File: config.mk
export PLATFORM = sky130hd
export DESIGN_NAME = imu_serial_frame_decoder
export DESIGN_NICKNAME = d
export VERILOG_FILES = /design/src/hdl/imufd_pkg.sv /design/src/hdl/imufd_front.sv /design/src/hdl/imufd_queue.sv /design/src/hdl/imufd_back.sv /design/src/hdl/imu_serial_frame_decoder.sv
export SDC_FILE = /design/constraint.sdc
export NUM_CORES = 1
export LEC_CHECK = 0
export BUFFER_PORTS_ARGS = -buffer_cell sky130_fd_sc_hd__buf_2
export CAP_MARGIN = 40
export CORE_ASPECT_RATIO = 2
export CORE_MARGIN = 3
export CORE_UTILIZATION = 40
export DETAILED_ROUTE_END_ITERATION = 12
export PLACE_DENSITY = 0.61
export SLEW_MARGIN = 20
export SYNTH_ARGS = -nofsm -noshare
export SYNTH_HDL_FRONTEND = slang
export SYNTH_SLANG_ARGS = --single-unit
File: constraint.sdc
create_clock -name clock -period 7.8 [get_ports clock]
set_input_delay 1.56 -clock clock [delete_from_list [all_inputs] [get_ports clock]]
set_output_delay 1.56 -clock clock [all_outputs]
set_load 0.005 [all_outputs]
File: src/hdl/imufd_pkg.sv
// Shared types and constants of the serial inertial sensor frame decoder.
package imufd_pkg;

   localparam int unsigned FRAME_BYTES = 11;
   localparam int unsigned STORE_DEPTH = FRAME_BYTES - 2;
   localparam int unsigned COUNT_W     = 4;
   localparam int unsigned STORE_IDX_W = 4;
   localparam int unsigned AXIS_W      = 20;
   localparam int unsigned TEMP_W      = 17;
   localparam int unsigned PROD_W      = 24;
   localparam int unsigned TPROD_W     = 49;

   localparam logic [7:0] HEADER_BYTE = 8'h55;
   localparam logic [7:0] TYPE_ACCEL  = 8'h51;
   localparam logic [7:0] TYPE_RATE   = 8'h52;
   localparam logic [7:0] TYPE_ANGLE  = 8'h53;

   // Axis scale factors: round(r*num/2^shift)
   localparam logic signed [PROD_W-1:0] ACCEL_NUM = 24'sd1;
   localparam logic signed [PROD_W-1:0] RATE_NUM  = 24'sd125;
   localparam logic signed [PROD_W-1:0] ANGLE_NUM = 24'sd45;

   // Temperature: floor((128*t + 85)/170) + 9280, with dividend made positive.
   // TEMP_BIAS = 85 + 170*24676; quotient corrected by 24676 - 9280.
   localparam logic signed [24:0]  TEMP_BIAS   = 25'sd4195005;
   localparam logic [TPROD_W-1:0]  TEMP_RECIP  = 49'd25264515;
   localparam logic [TEMP_W-1:0]   TEMP_CORR   = 17'd15396;

   typedef enum logic [1:0] {
      KIND_ACCEL = 2'd0,
      KIND_RATE  = 2'd1,
      KIND_ANGLE = 2'd2
   } kind_type;

   typedef struct packed {
      kind_type           kind;
      logic signed [15:0] x_raw;
      logic signed [15:0] y_raw;
      logic signed [15:0] z_raw;
      logic signed [15:0] t_raw;
   } job_type;

endpackage

File: src/hdl/imufd_front.sv
// Frame sync, byte collection and frame classification.
module imufd_front import imufd_pkg::*; (
   input  logic       clock,
   input  logic       reset,
   input  logic       accept,
   input  logic [7:0] rx_byte,
   output logic       push,
   output job_type    job
);

   logic [COUNT_W-1:0]     byte_count_ff, byte_count_in;
   logic [7:0]             frame_store_ff [STORE_DEPTH];
   logic [COUNT_W-1:0]     pos;
   logic [STORE_IDX_W-1:0] wr_idx;
   logic                   wr_en;
   logic                   last_byte;
   logic                   type_known;
   kind_type               kind;

   always_comb begin
      pos = (byte_count_ff >= COUNT_W'(FRAME_BYTES)) ? '0 : byte_count_ff;
      wr_idx = STORE_IDX_W'(pos - COUNT_W'(1));
      wr_en = accept && (pos != '0) && (pos <= COUNT_W'(STORE_DEPTH));
      last_byte = (pos == COUNT_W'(FRAME_BYTES - 1));
      byte_count_in = byte_count_ff;
      if (accept) begin
         if (pos == '0) begin
            byte_count_in = (rx_byte == HEADER_BYTE) ? COUNT_W'(1) : '0;
         end else if (last_byte) begin
            byte_count_in = '0;
         end else begin
            byte_count_in = pos + COUNT_W'(1);
         end
      end
   end

   always_comb begin
      type_known = 1'b1;
      kind = KIND_ACCEL;
      unique case (frame_store_ff[0])
         TYPE_ACCEL: kind = KIND_ACCEL;
         TYPE_RATE:  kind = KIND_RATE;
         TYPE_ANGLE: kind = KIND_ANGLE;
         default:    type_known = 1'b0;
      endcase
   end

   // The checksum byte is the last one; all stored entries are filled by then.
   assign push      = accept && last_byte && type_known;
   assign job.kind  = kind;
   assign job.x_raw = {frame_store_ff[2], frame_store_ff[1]};
   assign job.y_raw = {frame_store_ff[4], frame_store_ff[3]};
   assign job.z_raw = {frame_store_ff[6], frame_store_ff[5]};
   assign job.t_raw = {frame_store_ff[8], frame_store_ff[7]};

   always_ff @(posedge clock) begin
      if (reset) begin
         byte_count_ff <= '0;
      end else begin
         byte_count_ff <= byte_count_in;
      end
   end

   always_ff @(posedge clock) begin
      for (int i = 0; i < STORE_DEPTH; i++) begin
         if (wr_en && (wr_idx == STORE_IDX_W'(i))) begin
            frame_store_ff[i] <= rx_byte;
         end
      end
   end

endmodule

File: src/hdl/imufd_queue.sv
// Two-entry frame queue between the collector and the scaler.
module imufd_queue import imufd_pkg::*; (
   input  logic    clock,
   input  logic    reset,
   input  logic    push,
   input  job_type push_job,
   input  logic    pop,
   output logic    not_empty,
   output logic    full,
   output job_type pop_job
);

   job_type     entry_ff [2];
   logic        wr_ptr_ff, rd_ptr_ff;
   logic [1:0]  count_ff;

   assign not_empty = (count_ff != 2'd0);
   assign full      = (count_ff == 2'd2);
   assign pop_job   = entry_ff[rd_ptr_ff];

   always_ff @(posedge clock) begin
      if (reset) begin
         wr_ptr_ff <= 1'b0;
         rd_ptr_ff <= 1'b0;
         count_ff  <= 2'd0;
      end else begin
         if (push) begin
            wr_ptr_ff <= ~wr_ptr_ff;
         end
         if (pop) begin
            rd_ptr_ff <= ~rd_ptr_ff;
         end
         if (push && !pop) begin
            count_ff <= count_ff + 2'd1;
         end else if (pop && !push) begin
            count_ff <= count_ff - 2'd1;
         end
      end
   end

   always_ff @(posedge clock) begin
      if (push) begin
         entry_ff[wr_ptr_ff] <= push_job;
      end
   end

endmodule

File: src/hdl/imufd_back.sv
// Two-stage scaler: multiply, then round and drive the result register.
module imufd_back import imufd_pkg::*; (
   input  logic                     clock,
   input  logic                     reset,
   input  logic                     job_valid,
   input  job_type                  job,
   output logic                     job_pop,
   output logic                     rsp_valid,
   input  logic                     rsp_stall,
   output kind_type                 rsp_kind,
   output logic signed [AXIS_W-1:0] rsp_x,
   output logic signed [AXIS_W-1:0] rsp_y,
   output logic signed [AXIS_W-1:0] rsp_z,
   output logic signed [TEMP_W-1:0] rsp_t
);

   // Stage 1: products
   logic                     s1_valid_ff;
   kind_type                 s1_kind_ff;
   logic signed [PROD_W-1:0] s1_x_ff, s1_y_ff, s1_z_ff;
   logic [TEMP_W-1:0]        s1_q_ff;

   // Stage 2: result register
   logic                     out_valid_ff;
   kind_type                 out_kind_ff;
   logic signed [AXIS_W-1:0] out_x_ff, out_y_ff, out_z_ff;
   logic signed [TEMP_W-1:0] out_t_ff;

   logic                     s2_load, s1_load;
   logic signed [PROD_W-1:0] num;
   logic signed [PROD_W-1:0] x_prod_in, y_prod_in, z_prod_in;
   logic signed [24:0]       t_dividend;
   logic [TPROD_W-1:0]       t_prod;
   logic signed [PROD_W-1:0] half;
   logic [2:0]               shift;
   logic signed [PROD_W-1:0] x_rnd, y_rnd, z_rnd;

   assign s2_load = s1_valid_ff && (!out_valid_ff || !rsp_stall);
   assign s1_load = !s1_valid_ff || s2_load;
   assign job_pop = job_valid && s1_load;

   always_comb begin
      unique case (job.kind)
         KIND_ACCEL: num = ACCEL_NUM;
         KIND_RATE:  num = RATE_NUM;
         KIND_ANGLE: num = ANGLE_NUM;
         default:    num = ACCEL_NUM;
      endcase
      x_prod_in  = PROD_W'(job.x_raw) * num;
      y_prod_in  = PROD_W'(job.y_raw) * num;
      z_prod_in  = PROD_W'(job.z_raw) * num;
      // Dividend stays non-negative, so the reciprocal multiply gives the floor.
      t_dividend = (25'(job.t_raw) <<< 7) + TEMP_BIAS;
      t_prod     = TPROD_W'(t_dividend[23:0]) * TEMP_RECIP;
   end

   always_comb begin
      unique case (s1_kind_ff)
         KIND_ACCEL: begin
            half  = 24'sd4;
            shift = 3'd3;
         end
         KIND_RATE: begin
            half  = 24'sd4;
            shift = 3'd3;
         end
         KIND_ANGLE: begin
            half  = 24'sd16;
            shift = 3'd5;
         end
         default: begin
            half  = 24'sd4;
            shift = 3'd3;
         end
      endcase
      x_rnd = (s1_x_ff + half) >>> shift;
      y_rnd = (s1_y_ff + half) >>> shift;
      z_rnd = (s1_z_ff + half) >>> shift;
   end

   always_ff @(posedge clock) begin
      if (reset) begin
         s1_valid_ff  <= 1'b0;
         out_valid_ff <= 1'b0;
      end else begin
         if (s1_load) begin
            s1_valid_ff <= job_valid;
         end
         if (s2_load) begin
            out_valid_ff <= 1'b1;
         end else if (!rsp_stall) begin
            out_valid_ff <= 1'b0;
         end
      end
   end

   always_ff @(posedge clock) begin
      if (job_pop) begin
         s1_kind_ff <= job.kind;
         s1_x_ff    <= x_prod_in;
         s1_y_ff    <= y_prod_in;
         s1_z_ff    <= z_prod_in;
         s1_q_ff    <= t_prod[TPROD_W-1:32];
      end
      if (s2_load) begin
         out_kind_ff <= s1_kind_ff;
         out_x_ff    <= x_rnd[AXIS_W-1:0];
         out_y_ff    <= y_rnd[AXIS_W-1:0];
         out_z_ff    <= z_rnd[AXIS_W-1:0];
         out_t_ff    <= signed'(s1_q_ff - TEMP_CORR);
      end
   end

   assign rsp_valid = out_valid_ff;
   assign rsp_kind  = out_kind_ff;
   assign rsp_x     = out_x_ff;
   assign rsp_y     = out_y_ff;
   assign rsp_z     = out_z_ff;
   assign rsp_t     = out_t_ff;

endmodule

File: src/hdl/imu_serial_frame_decoder.sv
// Top level of the serial inertial sensor frame decoder.
// Takes one received byte per cycle (req_stall rises only when both queue
// entries hold decoded frames not yet scaled). Bytes are dropped until the
// header 0x55; the next ten bytes complete an eleven-byte frame, and type 0x51,
// 0x52 or 0x53 yields one result of Q.8 axis values and temperature, while any
// other type yields none; the checksum is not checked. rsp_valid rises once the
// frame's result reaches the result register: the queue entry is written at the
// edge that transfers the frame's last byte, then the multiply stage and the
// rounding stage load into the result register. The scaler takes a new frame
// every cycle while the result side does not stall.
module imu_serial_frame_decoder import imufd_pkg::*; (
   input  logic                     clock,
   input  logic                     reset,
   input  logic                     req_valid,
   output logic                     req_stall,
   input  logic [7:0]               req_rx_byte,
   output logic                     rsp_valid,
   input  logic                     rsp_stall,
   output logic [1:0]               rsp_packet_kind,
   output logic signed [AXIS_W-1:0] rsp_x_value,
   output logic signed [AXIS_W-1:0] rsp_y_value,
   output logic signed [AXIS_W-1:0] rsp_z_value,
   output logic signed [TEMP_W-1:0] rsp_temperature
);

   logic     accept;
   logic     push, pop, not_empty, full;
   job_type  push_job, pop_job;
   kind_type rsp_kind;

   assign req_stall = full;
   assign accept    = req_valid && !req_stall;

   imufd_front u_front (
      .clock   (clock),
      .reset   (reset),
      .accept  (accept),
      .rx_byte (req_rx_byte),
      .push    (push),
      .job     (push_job)
   );

   imufd_queue u_queue (
      .clock     (clock),
      .reset     (reset),
      .push      (push),
      .push_job  (push_job),
      .pop       (pop),
      .not_empty (not_empty),
      .full      (full),
      .pop_job   (pop_job)
   );

   imufd_back u_back (
      .clock     (clock),
      .reset     (reset),
      .job_valid (not_empty),
      .job       (pop_job),
      .job_pop   (pop),
      .rsp_valid (rsp_valid),
      .rsp_stall (rsp_stall),
      .rsp_kind  (rsp_kind),
      .rsp_x     (rsp_x_value),
      .rsp_y     (rsp_y_value),
      .rsp_z     (rsp_z_value),
      .rsp_t     (rsp_temperature)
   );

   assign rsp_packet_kind = rsp_kind;

endmodule

# Yosys cells after proc, flatten, opt, wreduce, memory -nomap -nowiden
# Memory sizes are Yosys's and may differ from the RTL's. A register that Yosys moved wholly into a read port is not among the register bits.
# Index checks and enable logic that the tools add are counted.
[word_totals] register_bits=180 mem_bits_rw=204 in_bits=12 out_inout_bits=81 elab_cells=155 mem_count=2
[memory_table] name="u_queue.entry_ff" words=2 width=66 rd=1 rd_clocked_by_memory_dff=1 write_ports=1 line_no="imufd_queue.sv:13" rtl="job_type entry_ff [2];"
[memory_table] name="u_front.frame_store_ff" words=9 width=8 rd=9 rd_clocked_by_memory_dff=0 write_ports=1 line_no="imufd_front.sv:12" rtl="logic [7:0] frame_store_ff [STORE_DEPTH];"
[op_classes] addsub=9 n_mul=4 n_lt_le_gt_ge=2 n_eq_ne=18 shifts=3 muxes=59 bitwise_logic=2 n_reduce_logical=40
[ops] operator="$add A24 B6 Y24" count=3
[ops] operator="$mul A16 B8 Y24" count=3
[ops] operator="$sshr A24 B3 Y20" count=3
[ops] operator="$mux W8" count=8
[ops] operator="$reduce_or A8 Y1" count=8
[ops] operator="$mul A24 B25 Y49 const B" count=1
[ops] operator="$mux W4" count=11
[ops] operator="$mux W1" count=34
[ops] operator="$eq A8 B7 Y1 const B" count=4
[ops] operator="$add A23 B24 Y24 const B" count=1
[ops] operator="$logic_and A1 B1 Y1" count=18
[ops] operator="$sub A17 B14 Y17 const B" count=1
[ops] operator="$eq A4 B3 Y1 const B" count=4
[ops] operator="$pmux W7 S2" count=1
[ops] operator="$eq A4 B2 Y1 const B" count=2
[ops] operator="$eq A4 B4 Y1 const B" count=2
[ops] operator="$logic_not A4 Y1" count=2
[ops] operator="$eq A2 B2 Y1 const B" count=3
[ops] operator="$logic_not A1 Y1" count=6
[ops] operator="$mux W5" count=1
[ops] operator="$add A4 B1 Y4 const B" count=1
[ops] operator="$eq A4 B1 Y1 const B" count=1
[ops] operator="$ge A4 B4 Y1 const B" count=1
[ops] operator="$le A4 B4 Y1 const B" count=1
[ops] operator="13 further kinds" count=17

# Depth between registers and ports, before layout
[depth] word_depth=17 ltp_mapped=37 ltp_nobuf=31

# By module
# A second synthesis with hierarchy kept.
[unflattened] hier_cells=2565 area_unflattened_um2=29809.8
[by_module_without_submodules] mod="imufd_back" instances=1 cells_per_inst=2210 area_per_inst_um2=22265.1 seq_area_each_um2=4964.8
[by_module_without_submodules] mod="imufd_queue" instances=1 cells_per_inst=227 area_per_inst_um2=4983.5 seq_area_each_um2=4063.9
[by_module_without_submodules] mod="imufd_front" instances=1 cells_per_inst=127 area_per_inst_um2=2547.4 seq_area_each_um2=2242.2
[by_module_without_submodules] mod="imu_serial_frame_decoder" instances=1 cells_per_inst=1 area_per_inst_um2=13.8 seq_area_each_um2=0.0

# Worst setup path after synthesis
# No wires, ideal clock.
[synth_timing] path_type="register to register" from="register with a tool-made name" to="register u_back.s1_q_ff[13] (data pin)" setup_time_ns=0.258 arrival_time_ns=8.268 required_time_ns=7.542 path_slack_ns=-0.726 path_stages_with_launch=33 n_path_buf=6 synth_period_minus_slack_ns=8.526 cell_sequence="dfxtp_1 clkbuf_1 buf_2 buf_2 buf_2 buf_2 clkbuf_1 mux2i_1 inv_1 ha_1 o211ai_1 o21ai_0 nand2_1 nor2_1 xnor2_1 ha_1 ha_1 fa_1 fa_1 fa_1 inv_1 fa_1 inv_1 ha_1 ha_1 a21o_1 a31oi_1 o21ai_1 or4b_1 and3_1 o31a_1 a211oi_2 xnor2_1"
[synth_rtl] item="end signal, assigned" line_no="imufd_back.sv:103" rtl="s1_q_ff <= t_prod[TPROD_W-1:32];"
[synth_rtl] item="end, declared" line_no="imufd_back.sv:21" rtl="logic [TEMP_W-1:0] s1_q_ff;"

==> impl_metrics.tcl <==
set metrics [dict create \
    hold_class "flop to flop" \
    final_common_cell "edfxtp_1" \
    outcome "complete, no violations" \
    end_kind "flop" \
    synth_edf_count 368 \
    syn_avg_cell_area_sq_um 11.5 \
    core-area_sq_um 72900 \
    drive_above_1_share_pct 8.61 \
    start_util_pct 40.4 \
    grtUsageTotal_pct 15.7 \
    drt_iter0_drc 629 \
    h-tree-depth 2 \
    grt_max_degree 76 \
    detail-route-antenna-nets 0 \
    async_flop_share_pct 0 \
    critPathMaxFanout 15 \
    finalSetupViolations 0 \
    grt_overflow 0 \
    synth.cell_area_sq_um 29400 \
    cts_tree "yes" \
    die_h_microns 390 \
    io_pins 93 \
    tightest_slew_ns 0.755 \
    grt_pass1_vias 19800 \
    dieArea_sq_um 77000 \
    die_w_microns 198 \
    timing.final.crit_period_ns 7.39 \
    syn_nets 3175 \
    arrival_ns 7.69 \
    yosysSeqAreaShare_pct 38.3 \
    layout_common_cells "edfxtp_1, ha_1, inv_1" \
    ys_warn_count 0 \
    cts_buffers 37 \
    maxSlewViolCount 0 \
    synthToLayoutAreaGrowth_pct 9.92 \
    rows 140 \
    hold_viol_final 0 \
    min_from "u_front.frame_store_ff[4][0]$_DFFE_PP_" \
    vias 18500 \
    maxCapViolCount 0 \
    slew_headroom_pct 49.7 \
    ys_ff_latch 379 \
    critPathRequiredTime_ns 8.10 \
    fin_setup_tns_ns 0 \
    critical_path.max_stage_delay_ns 0.55 \
    clock_skew_ns 0.0233 \
    drc 0 \
    critPathLaunchType "flop" \
    synth_cell_types 73 \
    clk_root_buffer_cell "clkbuf_16" \
    peakVddDrop_v 0.000126 \
    hpwlAfterDp_mm 49.0 \
    cts_hold_buf 0 \
    netlist_instances 2557 \
    grt_pass1_wl_mm 98.4 \
    io_buffers 92 \
    fill_cells 6692 \
    final_area_sq_um 32300 \
    critPathSlowestCell "fa_1" \
    clockBufferDepth 3 \
    synth_ff_type "edfxtp_1" \
    crit_type "flop to flop" \
    wl_per_cell_microns 16.6 \
    leakage_nw 14.3 \
    nets 3276 \
    clock-sinks 379 \
    clock_latency_ns 0.55 \
    placed_area_sq_um 31100 \
    clk_pin_slew_worst_paths_ns 0.07 \
    fmax_ghz 0.135 \
    routed_wl_mm 59.9 \
    antenna_found_initial 6 \
    post-route-period-util_pct 94.7 \
    p_per_area_nw_per_um2 123 \
    via_per_inst 5.14 \
    routabilityCongestion 0.885 \
    rsz0062_at_grt "false" \
    dr.pass1.iters 5 \
]
-- critical path, delay by kind of cell (launching register included) --
kind,cells,cell delay [ns]
fa+ha+maj,9,3.29
flops,1,0.41
xor+xnor,1,0.09
simple gates,8,1.51
mux,1,0.23
buf+inv,3,0.19
compound gates,7,1.41
-- sequential cells by signal, indices dropped and copies added (netlist names), 20 cells and up, named ones only --
register                count
u_queue.entry_ff          132
u_front.frame_store_ff     72
u_back.s1_x_ff             22
u_back.s1_y_ff             22
u_back.s1_z_ff             22
u_back.rsp_x               20
u_back.rsp_y               20
u_back.rsp_z               20
-- stage by stage --
| step | std cells | total power, W | hold WS, ns | util, % | setup slack [ns] |
|---|---|---|---|---|---|
| 2_1_floorplan | 2557 | 0.00225 | 0.400 | - | 0.0155 |
| 3_3_place_gp | 3534 | 0.00227 | 0.422 | 42.6 | 0.255 |
| 3_5_place_dp | 3541 | 0.00227 | 0.430 | 42.7 | 0.200 |
| 4_1_cts | 3604 | 0.00403 | 0.430 | 44.3 | 0.187 |
| 5_1_grt | 3605 | 0.00410 | 0.445 | 44.4 | 0.000568 |
| 6_report | 3607 | 0.00396 | 0.434 | 44.4 | 0.410 |
-- worst paths after layout --
check	cells after the start	endpoint	slack [ns]
setup / recovery	29	u_back.s1_q_ff[13]$_DFFE_PP_	0.41
hold / removal	0	u_queue.entry_ff[0][40]$_DFFE_PP_	0.43
setup reg to reg	29	u_back.s1_q_ff[13]$_DFFE_PP_	0.41
hold reg to reg	0	u_queue.entry_ff[0][40]$_DFFE_PP_	0.43
-- layer usage --
layer,track usage (%),share of wire (%),wire length (microns),vias to the layer above
met5,0,0.073,44,-
met4,6.23,4.1,2480,8
met3,1.80,2.9,1750,115
met2,31.5,57,34000,263
met1,16.3,36,21600,9036
li1,-,-,-,9123
-- power by group --
part	leakage (nW)	switching, W	internal (W)	total (W)
logic	10.4	0.0000163	0.00000270	0.0000190
clock network	0.539	0.000789	0.000951	0.00174
registers	3.40	0.0000000927	0.00220	0.00220
total	14.3	0.000805	0.00316	0.00396
-- synthesized netlist by cell type, drive strengths merged, types with 12 or more instances --
master | n | share of area [%]
nand2 | 219 | 2.8
xor2 | 42 | 1.3
nor2 | 142 | 1.8
edfxtp | 368 | 38
fa | 255 | 17
xnor2 | 83 | 2.5
and3 | 40 | 0.85
nor2b | 64 | 1.4
nand2b | 14 | 0.30
clkbuf | 45 | 0.57
nand3 | 28 | 0.48
a31oi | 40 | 0.85
ha | 351 | 15
mux2 | 12 | 0.46
a211oi | 23 | 0.60
and2 | 22 | 0.47
buf | 15 | 0.23
mux2i | 51 | 1.7
o21ai | 55 | 0.94
a21o | 32 | 0.82
inv | 315 | 4.0
a21oi | 110 | 1.9
nor3 | 41 | 0.70
-- area by class of cell --
class                   count  area [sq um]  area share, %
multi-input cells        1803         16800           52.1
flip-flops and latches    379         11300           34.9
inverters                 315          1180           3.66
well taps                 923          1150           3.57
clock buffers              41           941           2.91
repair buffers            122           727           2.25
clock inverters            22           209          0.646
diodes                      2          5.00         0.0155
-- repair_timing --
action                     in CTS  in global routing
buffers inserted                0                  0
gates resized for setup         0                 11
setup endpoints to repair       0                  7
-- logic make-up (layout without fill, tap and decap cells) --
group,count (synthesis),after routing,synth area share [%]
multiplexers,63,63,2.19
buffers and inverters,375,500,4.82
adder cells (fa/ha/maj),606,606,32.3
XOR/XNOR,125,125,3.72
AO/OA/AOI/OAI,372,372,8.28
AND/OR/NAND/NOR,637,637,10.4
other,0,2,0
flip-flops,379,379,38.3
Note: power is estimated with default switching activity, not from simulation.
